===== config.mk =====
export PLATFORM = sky130hd
export DESIGN_NAME = chmod_symbolic_clause_parser_core
export DESIGN_NICKNAME = d
export VERILOG_FILES = /design/src/sv/cscp_pkg.sv /design/src/sv/cscp_step.sv /design/src/sv/chmod_symbolic_clause_parser_core.sv
export SDC_FILE = /design/constraint.sdc
export NUM_CORES = 1
export LEC_CHECK = 0
export BUFFER_PORTS_ARGS = -buffer_cell sky130_fd_sc_hd__buf_4
export CORE_AREA = 2 2 89 113
export CTS_BUF_LIST = sky130_fd_sc_hd__clkbuf_8
export CTS_CLUSTER_SIZE = 30
export DETAILED_ROUTE_END_ITERATION = 6
export DIE_AREA = 0 0 91 115
export HOLD_SLACK_MARGIN = 0.06
export PLACE_DENSITY = 0.64
export SETUP_SLACK_MARGIN = 0.3
export SLEW_MARGIN = 20
export SYNTH_ARGS = -nofsm -noshare
export SYNTH_HDL_FRONTEND = slang
export SYNTH_SLANG_ARGS = --single-unit
export TNS_END_PERCENT = 5

===== constraint.sdc =====
create_clock -name clk -period 4.2 [get_ports clk]
set_input_delay 0.42 -clock clk [delete_from_list [all_inputs] [get_ports clk]]
set_output_delay 0.42 -clock clk [all_outputs]
set_load 0.01 [all_outputs]

===== src/sv/cscp_pkg.sv =====
package cscp_pkg;

  localparam int MAX_COMMAND_LENGTH_DEF = 255;

  localparam logic [1:0] PH_BETWEEN = 2'd0;
  localparam logic [1:0] PH_CLASSES = 2'd1;
  localparam logic [1:0] PH_PERMS   = 2'd2;

  localparam logic [1:0] OP_ADD = 2'd0;
  localparam logic [1:0] OP_SUB = 2'd1;
  localparam logic [1:0] OP_SET = 2'd2;

  localparam logic [8:0] MODE_MASK = 9'o777;

  typedef struct packed {
    logic [7:0] ch;
    logic       first;
    logic       last;
    logic [8:0] start_mode;
  } cmd_t;

  typedef struct packed {
    logic [8:0] new_mode;
    logic       failed;
  } res_t;

  typedef struct packed {
    logic [1:0] phase;
    logic [8:0] class_select;
    logic [1:0] operator_code;
    logic [8:0] pending_bits;
    logic [8:0] working_mode;
  } clause_t;

  function automatic logic [8:0] fold_clause(input clause_t c);
    logic [8:0] wm;
    wm = c.working_mode;
    case (c.operator_code)
      OP_ADD:  wm = wm | c.pending_bits;
      OP_SUB:  wm = wm & ~c.pending_bits;
      default: wm = (wm & ~c.class_select) | c.pending_bits;
    endcase
    return wm & MODE_MASK;
  endfunction

  function automatic clause_t clear_clause(input logic [8:0] wm);
    clause_t c;
    c.phase         = PH_BETWEEN;
    c.class_select  = '0;
    c.operator_code = OP_ADD;
    c.pending_bits  = '0;
    c.working_mode  = wm;
    return c;
  endfunction

endpackage


===== src/sv/cscp_step.sv =====
module cscp_step import cscp_pkg::*; (
  input  clause_t    cur,
  input  logic [7:0] ch,
  output clause_t    nxt,
  output logic       syn_err
);

  logic [8:0] cls;
  logic [8:0] prm;

  always_comb begin
    case (ch)
      8'h75:   cls = 9'o700;  // u
      8'h67:   cls = 9'o070;  // g
      8'h6f:   cls = 9'o007;  // o
      8'h61:   cls = 9'o777;  // a
      default: cls = 9'o000;
    endcase
    case (ch)
      8'h72:   prm = 9'o444;  // r
      8'h77:   prm = 9'o222;  // w
      8'h78:   prm = 9'o111;  // x
      default: prm = 9'o000;
    endcase
  end

  always_comb begin
    nxt     = cur;
    syn_err = 1'b0;
    case (cur.phase)
      PH_BETWEEN: begin
        if (ch == 8'h2c) begin
          nxt = cur;
        end else if (cls != '0) begin
          nxt.class_select = cls;
          nxt.phase        = PH_CLASSES;
        end else begin
          syn_err = 1'b1;
        end
      end
      PH_CLASSES: begin
        if (cls != '0) begin
          nxt.class_select = cur.class_select | cls;
        end else if (ch inside {8'h2b, 8'h2d, 8'h3d}) begin
          nxt.operator_code = (ch == 8'h2b) ? OP_ADD : (ch == 8'h2d) ? OP_SUB : OP_SET;
          nxt.pending_bits  = '0;
          nxt.phase         = PH_PERMS;
        end else begin
          syn_err = 1'b1;
        end
      end
      PH_PERMS: begin
        if (prm != '0) begin
          nxt.pending_bits = cur.pending_bits | (prm & cur.class_select);
        end else if (ch == 8'h2c) begin
          nxt = clear_clause(fold_clause(cur));
        end else begin
          syn_err = 1'b1;
        end
      end
      default: begin
        syn_err = 1'b1;
      end
    endcase
  end

endmodule


===== src/sv/chmod_symbolic_clause_parser_core.sv =====
// channel | dir | handshake             | payload
// cmd     | in  | cmd_valid / cmd_ready | cmd (cmd_t): ch, first, last, start_mode
// res     | out | res_valid / res_ready | res (res_t): new_mode, failed
//
// One character beat per cycle while cmd_ready is high; the parse state updates
// at the edge that accepts the beat, and a beat with last loads the result register.
// A result appears in the cycle after its last character is accepted.
// cmd_ready is low only while a result sits unaccepted in the result register.
// rst (synchronous) clears the parse state, the character count and res_valid.
module chmod_symbolic_clause_parser_core import cscp_pkg::*; #(
  parameter int MAX_COMMAND_LENGTH = MAX_COMMAND_LENGTH_DEF
) (
  input  logic clk,
  input  logic rst,
  input  logic cmd_valid,
  output logic cmd_ready,
  input  cmd_t cmd,
  output logic res_valid,
  input  logic res_ready,
  output res_t res
);

  localparam int CW = $clog2(MAX_COMMAND_LENGTH + 2);
  localparam logic [CW-1:0] MAX_LEN = CW'(MAX_COMMAND_LENGTH);

  clause_t       clause, clause_next;
  logic [8:0]    original_mode, original_mode_next;
  logic          error_seen, error_seen_next;
  logic [CW-1:0] char_count, char_count_next;
  res_t          res_next;

  clause_t       base, stepped;
  logic          syn_err;
  logic [CW-1:0] cnt_base, cnt_inc;
  logic          err_pre, err_post, err_fin;
  logic [8:0]    wm_fin;
  logic          take;

  assign cmd_ready = !res_valid || res_ready;
  assign take      = cmd_valid && cmd_ready;

  always_comb begin
    base               = cmd.first ? clear_clause(cmd.start_mode & MODE_MASK) : clause;
    original_mode_next = cmd.first ? (cmd.start_mode & MODE_MASK) : original_mode;
    cnt_base           = cmd.first ? '0 : char_count;
    cnt_inc            = (cnt_base <= MAX_LEN) ? cnt_base + CW'(1) : cnt_base;
    err_pre            = (cmd.first ? 1'b0 : error_seen) || (cnt_inc > MAX_LEN);
  end

  cscp_step u_step (
    .cur     (base),
    .ch      (cmd.ch),
    .nxt     (stepped),
    .syn_err (syn_err)
  );

  always_comb begin
    clause_next     = err_pre ? base : stepped;
    err_post        = err_pre || syn_err;
    error_seen_next = err_post;
    char_count_next = cnt_inc;

    // end of command: close an open clause, reject a clause still missing its operator
    err_fin = err_post || (clause_next.phase == PH_CLASSES);
    wm_fin  = (clause_next.phase == PH_PERMS) ? fold_clause(clause_next)
                                              : clause_next.working_mode;
    res_next.new_mode = err_fin ? original_mode_next : wm_fin;
    res_next.failed   = err_fin;

    if (cmd.last) begin
      clause_next     = clear_clause(original_mode_next);
      error_seen_next = 1'b0;
      char_count_next = '0;
    end
  end

  always_ff @(posedge clk) begin
    if (rst) begin
      clause        <= clear_clause('0);
      original_mode <= '0;
      error_seen    <= 1'b0;
      char_count    <= '0;
      res_valid     <= 1'b0;
    end else begin
      if (take) begin
        clause        <= clause_next;
        original_mode <= original_mode_next;
        error_seen    <= error_seen_next;
        char_count    <= char_count_next;
      end
      if (take && cmd.last) begin
        res_valid <= 1'b1;
      end else if (res_ready) begin
        res_valid <= 1'b0;
      end
    end
  end

  always_ff @(posedge clk) begin
    if (take && cmd.last) begin
      res <= res_next;
    end
  end

`ifndef SYNTHESIS
  a_res_from_last: assert property (@(posedge clk) disable iff (rst)
    $rose(res_valid) |-> $past(cmd_valid && cmd_ready && cmd.last))
    else $error("result beat without a last character");

  a_no_res_midcmd: assert property (@(posedge clk) disable iff (rst)
    (cmd_valid && cmd_ready && !cmd.last && (!res_valid || res_ready)) |=> !res_valid)
    else $error("result beat raised by a non-last character");

  a_count_sat: assert property (@(posedge clk) disable iff (rst)
    char_count <= MAX_LEN + CW'(1))
    else $error("character count beyond saturation");

  a_cmd_clean: assert property (@(posedge clk) disable iff (rst)
    (cmd_valid && cmd_ready && cmd.last) |=>
      (!error_seen && char_count == '0 && clause.phase == PH_BETWEEN))
    else $error("parse state not cleared after a command");
`endif

endmodule

==> impl_metrics.ini <==
[clocking]
cts_tree = done
ctsHtreeMaxLevel = 3
clock_latency_ns = 0.35
cts.clk_slew.worst_paths_ns = 0.07
cts_hold_buf = 0
cts_setup_buffers = 0
cts_inserted_buffers = 9
clkSinkCount = 61
cts_root_buf = clkbuf_8
cts_resized = 0
clk_path_buf_depth = 2

[drt]
num_vias = 4043
routed_wl_um = 12400
via_per_inst = 6.23
first_pass_iters = 5
wire_per_inst_um = 19.2
drc = 0
ant_nets = 0
initialDrtViolationCount = 369

[pwr]
p_leak_uw = 0.00160
p_per_area_nw_per_um2 = 284
peakVddDrop_uv = 202

[final_layout]
antenna_cells = 0
layout_commonest_cell = nand2_1
final_core_util_pct = 48.7
fin_nets = 542
layout-drive-gt1-share_pct = 16.1
final_cell_mix = 54 x nand2_1, 53 x nor2_1, 51 x dfxtp_1
nFillCells = 976
area_growth_pct = 10.7
final_cell_area_um2 = 4580

[min_path]
whs_path_depth = 3
hold_path.class = primary input to flip-flop

[status]
outcome = completed

[synthesis]
syn_avg_cell_area_um2 = 8.16
synthTopCellsByArea = dfxtp_1 25%, edfxtp_1 7.3%, a21oi_1 5.3%
netlist_area_um2 = 4140
yosysUniqueCellTypes = 88
synth.top_cell.area_share_pct = 24.7
syn_inst = 507
synth-edff-count = 10
yosys.area.top_type = dfxtp_1
synth_ff_type = dfxtp_1
yosys_warnings = 0
ys_seq_area_share_pct = 31.9
ys_async_sr_fraction_pct = 0
synth-seq-cells = 61
syn-num-nets = 531

[worst_setup_path]
r2r.worst_path.cells = 9
startpoint_type = primary input
r2r-end = res[9]$_DFFE_PP_
worstReg2RegStart = char_count[0]$_SDFFE_PP0P_
cp_top_family = compound AO/OA/AOI/OAI gates
critPathBufInv = 1
slowest_delay_ns = 0.57
slowest_stage = nor3_1
crit_path_end_kind = flip-flop
crit_arrival_ns = 3.43
crit_cells = 10
crit_end = res[9]$_DFFE_PP_
rrSetupSlack_ns = 1.01
startpoint = cmd[10]
cp_max_fo = 39
path_cells = buf_4 > nor2b_1 > ha_1 > and4b_1 > a21boi_2 > o21ai_2 > nor3_1 > a22o_1 > o21ai_1 > a311o_1
crit_type = primary input to flip-flop
worstPathRequired_ns = 4.31

[timing]
setup_ws_ns = 0.873
drv_slew = 0
setup_tns_ns = 0
slew_headroom_pct = 41.7
whs_ns = 0.407
finClkSkew_ns = 0.00879
fmax_ghz = 0.301
hold_viol_final = 0
period_needed_ns = 3.33
rsz0062_at_grt = false
period_share_pct = 79.2
worst_pin_slew_ns = 0.873
setup_violations = 0

[placed_design]
dp_slack_ns = 0.566
gp_congestion = 0.899
io_buffers = 34
dpl.hpwl_um = 8730
dpl-instance-area_um2 = 4410

[floorplan]
dieArea_um2 = 10500
die_h_um = 115
io_pins = 35
die_w_um = 91
initial_utilization_pct = 44.0
fp.coreArea_um2 = 9410
row_count = 40

[global_routing]
grt_max_degree = 52
grt.overflow.total = 0
grt_usage_pct = 24.5
grt_pass1_wl_um = 20200
grt_pass1_vias = 3759
antenna_found_initial = 0

[run]
drv_cap = 0
-- tightest hold or removal path, stage by stage --
cell and delay (ns):
buf_4 0.07, nand2b_1 0.14, a21oi_1 0.08
-- routing by layer --
| metal | GRT usage, % | up-vias | wire length, um |
|---|---|---|---|
| li1 | - | 1948 | - |
| met1 | 32.9 | 1908 | 5600 |
| met2 | 39.3 | 166 | 5820 |
| met3 | 4.33 | 21 | 759 |
| met4 | 9.80 | 0 | 250 |
| met5 | 0 | - | 0 |
-- cell usage after synthesis, types with 3 or more instances --
library cell	count
nand2b_1	6
o211ai_1	8
dfxtp_1	51
a22o_1	8
a31oi_1	7
a21boi_0	3
nor4_1	3
buf_2	9
nand2_1	54
nor2b_1	9
inv_1	5
clkbuf_1	21
o311ai_0	3
buf_1	4
a21oi_1	44
xor2_1	3
nor2_1	53
o21ai_0	20
nand4_1	3
nand4b_1	6
mux2i_1	13
or3_1	3
nand3_1	9
and2_1	3
a22oi_1	22
a211oi_1	10
o21ai_1	4
edfxtp_1	10
nand3b_1	4
a41oi_1	4
a32oi_1	4
a21o_1	5
nor3_1	19
and4b_1	4
-- kinds of logic (layout without fill, tap and decap cells) --
logic type | Yosys count | in the layout | share of synthesized area (%)
compound gates | 178 | 178 | 32.1
fa+ha+maj | 1 | 1 | 0.302
mux | 13 | 13 | 3.14
buf+inv | 46 | 62 | 5.02
simple gates | 203 | 203 | 26.4
flops | 61 | 61 | 31.9
xor+xnor | 5 | 5 | 1.06
-- state kept, by name, summed over array words and instances, names as in the netlist --
register	cells
error_seen	1
char_count	9
res_valid	1
clause	31
res	10
original_mode	9
-- power breakdown --
group	switching [uW]	leakage, uW	internal, uW
registers	9.97	0.000510	616
logic	128	0.00100	72.6
clock network	259	0.0000856	215
total	397	0.00160	904
-- worst min path at each step --
stage / endpoint / start / slack, ns
detailed placement: clause[2]$_SDFFE_PP0P_ / clause[2]$_SDFFE_PP0P_ / 0.45
finish: res_valid$_SDFFE_PP0P_ / res_ready / 0.41
global placement: clause[2]$_SDFFE_PP0P_ / clause[2]$_SDFFE_PP0P_ / 0.44
global route: res_valid$_SDFFE_PP0P_ / res_ready / 0.45
floorplan: clause[0]$_SDFFE_PP0P_ / clause[0]$_SDFFE_PP0P_ / 0.43
CTS: res_valid$_SDFFE_PP0P_ / res_ready / 0.40
-- cell type report --
type                            count  area, um^2  share of cell area (%)
Sequential cell                    61        1320                    28.8
Tap cell                          126         158                    3.44
Clock inverter                      7        51.3                    1.12
Timing Repair Buffer               39         293                    6.39
Multi-Input combinational cell    400        2610                    56.9
Inverter                            7        26.3                   0.573
Clock buffer                        9         124                    2.70
-- metrics by stage --
stage          instances  total power [uW]
4_1_cts              649              1310
6_report             649              1300
3_3_place_gp         633               834
2_1_floorplan        507               770
5_1_grt              649              1350
3_5_place_dp         633               837
Note: power is estimated with default switching activity, not from simulation.
